File: src/rtl/utcl_pkg.sv
// Package for the UTC to local date and hour converter.
// Field widths, the date record type and the month length table.
// No dependencies.
package utcl_pkg;

   localparam int YEAR_W  = 12;
   localparam int MONTH_W = 4;
   localparam int DAY_W   = 5;
   localparam int HOUR_W  = 5;
   localparam int OFF_W   = 5;

   localparam int HOURS_PER_DAY   = 24;
   localparam int MONTHS_PER_YEAR = 12;
   localparam int MAX_HOUR        = HOURS_PER_DAY - 1;
   localparam int OFF_MIN         = -12;
   localparam int OFF_MAX         = 14;

   localparam logic [MONTH_W-1:0] JANUARY  = MONTH_W'(1);
   localparam logic [MONTH_W-1:0] FEBRUARY = MONTH_W'(2);
   localparam logic [MONTH_W-1:0] DECEMBER = MONTH_W'(MONTHS_PER_YEAR);

   // y / 100 by reciprocal: (y * 5243) >> 19 is exact for 12-bit years
   localparam int                  DIV100_SHIFT = 19;
   localparam logic [12:0]         DIV100_MUL   = 13'd5243;

   typedef struct packed {
      logic [YEAR_W-1:0]  year;
      logic [MONTH_W-1:0] month;
      logic [DAY_W-1:0]   day;
      logic [HOUR_W-1:0]  hour;
   } date_type;

   function automatic logic [DAY_W-1:0] month_days(input logic [MONTH_W-1:0] month,
                                                   input logic leap);
      logic [DAY_W-1:0] days;
      case (month)
         4'd2:    days = leap ? DAY_W'(29) : DAY_W'(28);
         4'd4,
         4'd6,
         4'd9,
         4'd11:   days = DAY_W'(30);
         default: days = DAY_W'(31);
      endcase
      return days;
   endfunction

endpackage

File: src/rtl/utcl_req_if.sv
// Request channel: one UTC timestamp item with valid/ready.
// Depends on utcl_pkg.
interface utcl_req_if;
   logic                         valid;
   logic                         ready;
   logic [utcl_pkg::YEAR_W-1:0]  utc_year;
   logic [utcl_pkg::MONTH_W-1:0] utc_month;
   logic [utcl_pkg::DAY_W-1:0]   utc_day;
   logic [utcl_pkg::HOUR_W-1:0]  utc_hour;

   modport source (output valid, utc_year, utc_month, utc_day, utc_hour, input ready);
   modport sink   (input valid, utc_year, utc_month, utc_day, utc_hour, output ready);
endinterface

File: src/rtl/utcl_rsp_if.sv
// Response channel: one local date and hour item with valid/ready.
// Depends on utcl_pkg.
interface utcl_rsp_if;
   logic                         valid;
   logic                         ready;
   logic [utcl_pkg::YEAR_W-1:0]  local_year;
   logic [utcl_pkg::MONTH_W-1:0] local_month;
   logic [utcl_pkg::DAY_W-1:0]   local_day;
   logic [utcl_pkg::HOUR_W-1:0]  local_hour;

   modport source (output valid, local_year, local_month, local_day, local_hour, input ready);
   modport sink   (input valid, local_year, local_month, local_day, local_hour, output ready);
endinterface

File: src/rtl/utcl_csr_if.sv
// Configuration write channel: the UTC offset register, valid/ready.
// Depends on utcl_pkg.
interface utcl_csr_if;
   logic                       valid;
   logic                       ready;
   logic [utcl_pkg::OFF_W-1:0] data;

   modport source (output valid, data, input ready);
   modport sink   (input valid, data, output ready);
endinterface

File: src/rtl/utcl_conv.sv
// Combinational UTC to local conversion of one date record.
// Clamps hour, month and day, zeroes an out-of-range offset, applies the offset and rolls day, month and year.
// Depends on utcl_pkg.
module utcl_conv (
   input  utcl_pkg::date_type          utc,
   input  logic [utcl_pkg::OFF_W-1:0]  offset,
   output utcl_pkg::date_type          local_date
);
   import utcl_pkg::*;

   localparam int PROD_W = YEAR_W + 13;
   localparam int SUM_W  = HOUR_W + 2;

   logic [PROD_W-1:0]  prod;
   logic               div4;
   logic               div100;
   logic               div400;
   logic               leap;
   logic signed [OFF_W-1:0] off_raw;
   logic signed [OFF_W-1:0] off;
   logic [HOUR_W-1:0]  hour;
   logic [MONTH_W-1:0] month;
   logic [MONTH_W-1:0] prev_month;
   logic [DAY_W-1:0]   dim;
   logic [DAY_W-1:0]   day;
   logic signed [SUM_W-1:0] sum;

   assign prod   = PROD_W'(utc.year) * PROD_W'(DIV100_MUL);
   assign div4   = (utc.year[1:0] == 2'b00);
   assign div100 = (prod[DIV100_SHIFT-1:9] == '0);
   assign div400 = div100 && (prod[DIV100_SHIFT+1:DIV100_SHIFT] == 2'b00);
   assign leap   = div4 && (!div100 || div400);

   always_comb begin
      off_raw = $signed(offset);
      if (off_raw < OFF_W'(OFF_MIN) || off_raw > OFF_W'(OFF_MAX)) begin
         off = '0;
      end else begin
         off = off_raw;
      end

      hour = (utc.hour > HOUR_W'(MAX_HOUR)) ? HOUR_W'(MAX_HOUR) : utc.hour;

      if (utc.month < JANUARY) begin
         month = JANUARY;
      end else if (utc.month > DECEMBER) begin
         month = DECEMBER;
      end else begin
         month = utc.month;
      end

      dim = month_days(month, leap);
      if (utc.day == '0) begin
         day = DAY_W'(1);
      end else if (utc.day > dim) begin
         day = dim;
      end else begin
         day = utc.day;
      end

      prev_month = (month == JANUARY) ? DECEMBER : month - MONTH_W'(1);
      sum = $signed({2'b00, hour}) + SUM_W'(off);

      local_date.year  = utc.year;
      local_date.month = month;
      local_date.day   = day;
      local_date.hour  = sum[HOUR_W-1:0];

      if (sum < 0) begin
         if (day > DAY_W'(1)) begin
            local_date.day = day - DAY_W'(1);
         end else begin
            local_date.month = prev_month;
            local_date.day   = month_days(prev_month, leap);
            if (month == JANUARY) begin
               local_date.year = utc.year - YEAR_W'(1);
            end
         end
         local_date.hour = HOUR_W'(sum + SUM_W'(HOURS_PER_DAY));
      end else if (sum >= SUM_W'(HOURS_PER_DAY)) begin
         if (day < dim) begin
            local_date.day = day + DAY_W'(1);
         end else begin
            local_date.day = DAY_W'(1);
            if (month < DECEMBER) begin
               local_date.month = month + MONTH_W'(1);
            end else begin
               local_date.month = JANUARY;
               local_date.year  = utc.year + YEAR_W'(1);
            end
         end
         local_date.hour = HOUR_W'(sum - SUM_W'(HOURS_PER_DAY));
      end
   end

endmodule

File: src/rtl/utc_to_local_date_hour.sv
// UTC to local date and hour converter, top level.
// Pipeline: an accepted request passes the input register, then the result
// register around one pass of the conversion logic.
// Throughput: one item per cycle; the pipeline stalls only on rsp.ready low.
// Reset: synchronous, active high; clears both stage valids, offset to 0.
// Depends on utcl_pkg, utcl_req_if, utcl_rsp_if, utcl_csr_if, utcl_conv.
module utc_to_local_date_hour (
   input  logic         clock,
   input  logic         reset,
   utcl_req_if.sink     req,
   utcl_rsp_if.source   rsp,
   utcl_csr_if.sink     csr
);
   import utcl_pkg::*;

   logic [OFF_W-1:0] offset_ff;
   logic             in_valid_ff;
   date_type         in_data_ff;
   logic             out_valid_ff;
   date_type         out_data_ff;
   date_type         out_data_in;
   logic             advance;

   assign advance   = !out_valid_ff || rsp.ready;
   assign req.ready = !in_valid_ff || advance;
   assign csr.ready = 1'b1;

   always_ff @(posedge clock) begin
      if (reset) begin
         offset_ff <= '0;
      end else if (csr.valid) begin
         offset_ff <= csr.data;
      end
   end

   always_ff @(posedge clock) begin
      if (reset) begin
         in_valid_ff  <= 1'b0;
         out_valid_ff <= 1'b0;
      end else begin
         if (req.ready) begin
            in_valid_ff <= req.valid;
         end
         if (advance) begin
            out_valid_ff <= in_valid_ff;
         end
      end
   end

   always_ff @(posedge clock) begin
      if (req.ready && req.valid) begin
         in_data_ff.year  <= req.utc_year;
         in_data_ff.month <= req.utc_month;
         in_data_ff.day   <= req.utc_day;
         in_data_ff.hour  <= req.utc_hour;
      end
      if (advance && in_valid_ff) begin
         out_data_ff <= out_data_in;
      end
   end

   utcl_conv u_conv (
      .utc        (in_data_ff),
      .offset     (offset_ff),
      .local_date (out_data_in)
   );

   assign rsp.valid       = out_valid_ff;
   assign rsp.local_year  = out_data_ff.year;
   assign rsp.local_month = out_data_ff.month;
   assign rsp.local_day   = out_data_ff.day;
   assign rsp.local_hour  = out_data_ff.hour;

endmodule
File: src/flat_wrapper.sv
// flat-port wrapper written by rule: the top's interface ports become plain ports
module utc_to_local_date_hour_flat import utcl_pkg::*;
  (clock, reset, req_valid, req_utc_year, req_utc_month, req_utc_day, req_utc_hour, req_ready, rsp_valid, rsp_local_year, rsp_local_month, rsp_local_day, rsp_local_hour, rsp_ready, csr_valid, csr_data, csr_ready);
  utcl_req_if req_i ();
  utcl_rsp_if rsp_i ();
  utcl_csr_if csr_i ();
  input  logic clock;
  input  logic reset;
  input wire logic [$bits(req_i.valid)-1:0] req_valid;
  input wire logic [$bits(req_i.utc_year)-1:0] req_utc_year;
  input wire logic [$bits(req_i.utc_month)-1:0] req_utc_month;
  input wire logic [$bits(req_i.utc_day)-1:0] req_utc_day;
  input wire logic [$bits(req_i.utc_hour)-1:0] req_utc_hour;
  output wire logic [$bits(req_i.ready)-1:0] req_ready;
  output wire logic [$bits(rsp_i.valid)-1:0] rsp_valid;
  output wire logic [$bits(rsp_i.local_year)-1:0] rsp_local_year;
  output wire logic [$bits(rsp_i.local_month)-1:0] rsp_local_month;
  output wire logic [$bits(rsp_i.local_day)-1:0] rsp_local_day;
  output wire logic [$bits(rsp_i.local_hour)-1:0] rsp_local_hour;
  input wire logic [$bits(rsp_i.ready)-1:0] rsp_ready;
  input wire logic [$bits(csr_i.valid)-1:0] csr_valid;
  input wire logic [$bits(csr_i.data)-1:0] csr_data;
  output wire logic [$bits(csr_i.ready)-1:0] csr_ready;
  assign req_i.valid = req_valid;
  assign req_i.utc_year = req_utc_year;
  assign req_i.utc_month = req_utc_month;
  assign req_i.utc_day = req_utc_day;
  assign req_i.utc_hour = req_utc_hour;
  assign req_ready = req_i.ready;
  assign rsp_valid = rsp_i.valid;
  assign rsp_local_year = rsp_i.local_year;
  assign rsp_local_month = rsp_i.local_month;
  assign rsp_local_day = rsp_i.local_day;
  assign rsp_local_hour = rsp_i.local_hour;
  assign rsp_i.ready = rsp_ready;
  assign csr_i.valid = csr_valid;
  assign csr_i.data = csr_data;
  assign csr_ready = csr_i.ready;
  utc_to_local_date_hour u_core (.clock(clock), .reset(reset), .req(req_i), .rsp(rsp_i), .csr(csr_i));
endmodule
File: config.mk
export PLATFORM = sky130hd
export DESIGN_NAME = utc_to_local_date_hour_flat
export DESIGN_NICKNAME = d
export VERILOG_FILES = /design/src/rtl/utcl_pkg.sv /design/src/rtl/utcl_req_if.sv /design/src/rtl/utcl_rsp_if.sv /design/src/rtl/utcl_csr_if.sv /design/src/rtl/utcl_conv.sv /design/src/rtl/utc_to_local_date_hour.sv /design/src/flat_wrapper.sv
export SDC_FILE = /design/constraint.sdc
export NUM_CORES = 1
export LEC_CHECK = 0
export ABC_AREA = 0
export BUFFER_PORTS_ARGS = -buffer_cell sky130_fd_sc_hd__buf_2
export CAP_MARGIN = 15
export CORE_MARGIN = 3
export CORE_UTILIZATION = 39
export DETAILED_ROUTE_END_ITERATION = 8
export SYNTH_ARGS = -nofsm -noshare
export SYNTH_HDL_FRONTEND = slang
export SYNTH_SLANG_ARGS = --single-unit
File: constraint.sdc
create_clock -name clock -period 15.6 [get_ports clock]
set_input_delay 2.34 -clock clock [delete_from_list [all_inputs] [get_ports clock]]
set_output_delay 2.34 -clock clock [all_outputs]
set_load 0.01 [all_outputs]
Word level (Yosys, flattened, before mapping)
Index checks and enable logic that the tools add are counted.
- flip-flop bits (word level): 59
- output and inout port bits: 29
- $mul: 1
- $add $sub $neg: 9
- reductions and logical operators: 17
- order comparisons: 11
- equality and inequality tests: 11
- mux-type cells: 19
- operator list (cell ; count):
    2-to-1 mux 26 bit ; 2
    2-to-1 mux 16 bit ; 2
    2-to-1 mux 5 bit ; 6
    2-to-1 mux 12 bit ; 2
    multiplier 12 x 13 -> 21 bit (second input constant) ; 1
    == test 4 x 3 -> 1 bit (second input constant) ; 4
    == test 4 bit (second input constant) ; 4
    2-to-1 mux 4 bit ; 4
    adder 12 x 1 -> 12 bit (second input constant) ; 1
    subtractor 12 x 1 -> 12 bit (second input constant) ; 1
    > comparator 5 bit (second input constant) ; 2
    logical NOT 10 bit ; 1
    == test 4 x 2 -> 1 bit (second input constant) ; 2
    case mux 2 bit (2 select lines) ; 2
    OR reduction 4 bit ; 2
    adder 6 x 5 -> 7 bit ; 1
    >= comparator 7 x 6 -> 1 bit (second input constant) ; 1
    less-than comparator 7 x 1 -> 1 bit (second input constant) ; 1
    adder 5 x 1 -> 5 bit (second input constant) ; 1
    adder 5 x 4 -> 5 bit (second input constant) ; 1
    > comparator 5 x 1 -> 1 bit (second input constant) ; 1
    > comparator 5 bit ; 1
    logical NOT 5 bit ; 1
    less-than comparator 5 bit ; 1
    other kinds (14) ; 23

Longest topological paths before layout
- depth after elaboration: 14
- depth in mapped cells: 35
- mapped depth without buffers: 33

By module
Synthesis repeated with hierarchy kept, for this count alone.
- cell total of the unflattened synthesis: 628
- area, all modules: 6246.0 um2
- modules (own cells, without submodules) (module ; cells each ; area each (um2) ; sequential area each (um2) ; instances):
    utcl_conv ; 548 ; 4396.7 ; 0.0 ; 1
    utc_to_local_date_hour ; 80 ; 1849.3 ; 1701.6 ; 1

Worst setup path after synthesis
No wires, ideal clock.
- path kind: register to register
- start: register u_core.in_data_ff[20] (netlist bit)
- end: register u_core.out_data_ff (netlist bit u_core.rsp.local_year[5]), data pin
- cell stages (with the launch flop): 33
- setup time: 0.265 ns
- setup slack: 7.974 ns
- buffers on the path: 1
- arrival time: 7.361 ns
- cells stage by stage: edfxtp_1 -> inv_1 -> fa_1 -> inv_1 -> fa_1 -> inv_1 -> fa_1 -> fa_1 -> inv_1 -> fa_1 -> ha_1 -> clkbuf_1 -> a21oi_1 -> o21ai_0 -> a211oi_2 -> o21ai_1 -> a2111oi_2 -> and4_4 -> a21boi_0 -> nor2_1 -> nor2_1 -> ha_1 -> nand2_1 -> o211ai_1 -> nor2_1 -> a221o_1 -> a21oi_1 -> a31oi_4 -> ha_1 -> nand2_1 -> nor4_1 -> a41oi_2 -> xnor2_1
- RTL lines (what ; RTL line ; text):
    start: declaration ; utc_to_local_date_hour.sv:18 ; date_type in_data_ff;
    end signal: assignment ; utc_to_local_date_hour.sv:58 ; out_data_ff <= out_data_in;
    end: declaration ; utc_to_local_date_hour.sv:20 ; date_type out_data_ff;

==> flow_summary.yaml <==
timing:
  final_max_slew_viol_count: 0
  skew_ns: 0.00842
  period_needed_ns: 8.66
  setup_viol: 0
  maxSlewHeadroom: 0.475
  post-route-worst-setup-slack_ns: 6.94
  max_freq_mhz: 115
  fin_crit_sh: 0.555
  grt_setup_unrepaired: "false"
  timing_worst_slew_pin_value_ns: 0.783
  hold_viol_final: 0
  fin_tns_setup_ns: 0
logic_synthesis:
  synth_top_cell_by_area: "sky130_fd_sc_hd__edfxtp_1"
  synth.top_cell.area_share: 0.240
  synth.avg_cell_area_sq_um: 10.0
  postSynthRegisterBits: 59
  synth.area.top_cells: "sky130_fd_sc_hd__edfxtp_1 (24%), sky130_fd_sc_hd__ha_1 (19%), sky130_fd_sc_hd__fa_1 (14%)"
  synth_sequential_area_ratio: 0.262
  yosys.cell_count.top_type: "sky130_fd_sc_hd__inv_1"
  mappedNetlistArea_sq_um: 6500
  syn-num-nets: 825
  synth_ff_type: "sky130_fd_sc_hd__edfxtp_1"
  cell_variety_after_synth: 79
  synth_common_cells: "sky130_fd_sc_hd__inv_1 (104), sky130_fd_sc_hd__ha_1 (97), sky130_fd_sc_hd__edfxtp_1 (52)"
  post_synth_inst_count: 648
  number_of_enable_flip_flop_cells_after_synthesis: 52
  ys.warnings.count: 0
  asyncSetResetFlopFracSynth: 0
placement:
  place.detailed.instances: 914
  dpl-instance-area_sq_um: 7020
  port-buffer-count: 63
  hpwl_after_dpl_um: 11800
  worst_case_setup_slack_after_placement_ns: 6.95
  routabilityCongestion: 0.879
clock_network:
  cts_made_buffers: 9
  cts_setup_buffers: 0
  worst_skew_pair.late_latency_ns: 0.32
  cts_repair_resize_count: 0
  clk_path_buf_depth: 2
  cts.root.buffer_cell: "sky130_fd_sc_hd__clkbuf_16"
  numClockSinks: 59
  cts.hold.buffers_added: 0
  cts.reportedPaths.clkPinSlew_ns: 0.05
  clock_tree_from_tritoncts: "built"
  clock_tree.htree_level_count: 3
drt:
  vias: 4841
  totalWireLength_um: 14200
  detail_route.first_pass.iterations: 5
  first_iter_violations: 276
  drc: 0
  route.detailed.vias_per_inst: 5.21
  avgRoutedWirePerCell_um: 15.2
  antenna_violating_nets_post_route: 0
global_routing:
  first_pass_grt_wire_length_um: 23200
  grtUsageTotal: 0.157
  grt_max_degree: 27
  via_count_of_the_first_global_routing_pass: 4667
  number_of_antenna_violations_at_the_first_check_in_global_routing: 0
  grt_remaining_overflow: 0
floorplan:
  fp.dieW_um: 135
  io_pins: 65
  rows: 46
  floorplan.initialDensity: 0.403
  die_height_um: 135
  core_area_sq_um: 16100
  die-area_sq_um: 18200
setup_path:
  setup.worst_path.class: "register to register"
  timing.critical_path.buf_inv: 4
  path_max_fanout: 11
  critical-path-top-cell-by-count: "sky130_fd_sc_hd__fa_1"
  worst-endpoint-arrival_ns: 8.80
  crit_path_start_kind: "register"
  timing.critical_path.to_type: "register"
  crit_required_ns: 15.74
  critical-path-top-delay-family: "adder cells"
  critical-path-slowest-cell: "sky130_fd_sc_hd__fa_1"
  timing.critical_path.slowest_cell_delay_ns: 0.56
finish:
  antenna_diodes: 0
  share_of_final_layout_standard_cells_stronger_than_drive_strength_1: 0.160
  layout.cell_area.non_filler_sq_um: 7330
  area_delta_synth_final_pct: 12.7
  nets: 886
  final_cell_count_no_fill: 930
  finalCoreUtilization: 0.455
pwr:
  vdd_ir_drop_max_mv: 0.111
  p_leak_nw: 3.34
  power.density_cell_area_nw_per_um2: 163
status:
  status: "finished clean"
worst_hold_path:
  hold_path_class: "register to register"
job:
  maxCapViolations: 0
per-layer routing:
layer / global-route usage / vias up / routed length [um]
li1: - / 2392 / -
met1: 0.239 / 2321 / 6960
met2: 0.238 / 116 / 6380
met3: 0.0253 / 12 / 711
met4: 0.0286 / 0 / 121
met5: 0 / - / 0
registers in the layout, summed over array words and instances (netlist names):
register                flops
u_core.rsp.local_year      12
u_core.rsp.valid            1
u_core.rsp.local_month      4
u_core.rsp.local_day        5
u_core.in_valid_ff          1
u_core.rsp.local_hour       5
u_core.offset_ff            5
u_core.in_data_ff          26
report_power, final:
part           total (mW)  internal (mW)  switching, mW
sequential          0.195          0.185         0.0104
clock               0.193          0.126         0.0667
combinational       0.806          0.330          0.477
final cells by class:
cell class | count | area [sq um]
clock buffer | 13 | 283
clock inverter | 3 | 18.8
fill | 1530 | 8790
inverter | 104 | 390
multi-input combinational | 469 | 4320
sequential | 59 | 1700
tap | 216 | 270
timing repair buffer | 66 | 338
final timing paths:
kind	endpoint	slack [ns]	startpoint	cells after the start
setup / recovery	u_core.rsp.local_month[3]	6.94	u_core.in_data_ff[20]	31
hold / removal	u_core.in_valid_ff	0.54	u_core.in_valid_ff	2
setup reg to reg	u_core.rsp.local_month[3]	6.94	u_core.in_data_ff[20]	31
hold reg to reg	u_core.in_valid_ff	0.54	u_core.in_valid_ff	2
metrics by stage:
step | power, mW | hold slack (ns)
2_1_floorplan | 0.849 | 0.478
4_1_cts | 1.20 | 0.546
6_report | 1.19 | 0.541
5_1_grt | 1.31 | 0.571
3_5_place_dp | 0.997 | 0.535
3_3_place_gp | 0.985 | 0.502
worst reg2reg max path: cells and delay by family, from the launching register on:
| kind | cells | cell delay, ns |
|---|---|---|
| compound gates | 7 | 1.43 |
| xor+xnor | 1 | 0.16 |
| fa+ha+maj | 8 | 3.76 |
| buf+inv | 4 | 0.33 |
| flops | 1 | 0.55 |
| simple gates | 11 | 2.25 |
layout by cell type (no fill, tap or decap), types with 4 or more instances in the layout:
master                      synthesis  final
sky130_fd_sc_hd__inv_1            104    104
sky130_fd_sc_hd__ha_1              97     97
sky130_fd_sc_hd__buf_2              4     63
sky130_fd_sc_hd__edfxtp_1          52     52
sky130_fd_sc_hd__nand2_1           44     44
sky130_fd_sc_hd__fa_1              44     44
sky130_fd_sc_hd__nor2_1            36     36
sky130_fd_sc_hd__a21oi_1           28     28
sky130_fd_sc_hd__xnor2_1           24     24
sky130_fd_sc_hd__o21ai_0           17     17
sky130_fd_sc_hd__nand3_1           13     13
sky130_fd_sc_hd__clkbuf_16          0     11
sky130_fd_sc_hd__o211ai_1           8      8
sky130_fd_sc_hd__o22ai_1            8      8
sky130_fd_sc_hd__nor3_1             8      8
sky130_fd_sc_hd__xor2_1             8      8
sky130_fd_sc_hd__mux2i_1            7      7
sky130_fd_sc_hd__dfxtp_1            7      7
sky130_fd_sc_hd__nor2b_1            7      6
sky130_fd_sc_hd__and3_1             6      6
sky130_fd_sc_hd__nand2b_1           6      6
sky130_fd_sc_hd__a21o_1             6      6
sky130_fd_sc_hd__a31oi_1            6      6
sky130_fd_sc_hd__nand4_1            5      5
sky130_fd_sc_hd__nand4b_1           5      5
sky130_fd_sc_hd__o31ai_1            5      5
sky130_fd_sc_hd__nand3b_1           4      4
sky130_fd_sc_hd__and2_1             4      4
sky130_fd_sc_hd__a211oi_1           4      4
cells by family after synthesis:
group / synth area share
and+or+nand+nor: 0.127
AOI/OAI and AO/OA: 0.157
other: 0.000577
buffers and inverters: 0.0730
adders and majority gates: 0.322
muxes: 0.0160
xor gates and xnor gates: 0.0431
DFF: 0.262
Power figures use the tool's default switching activity.
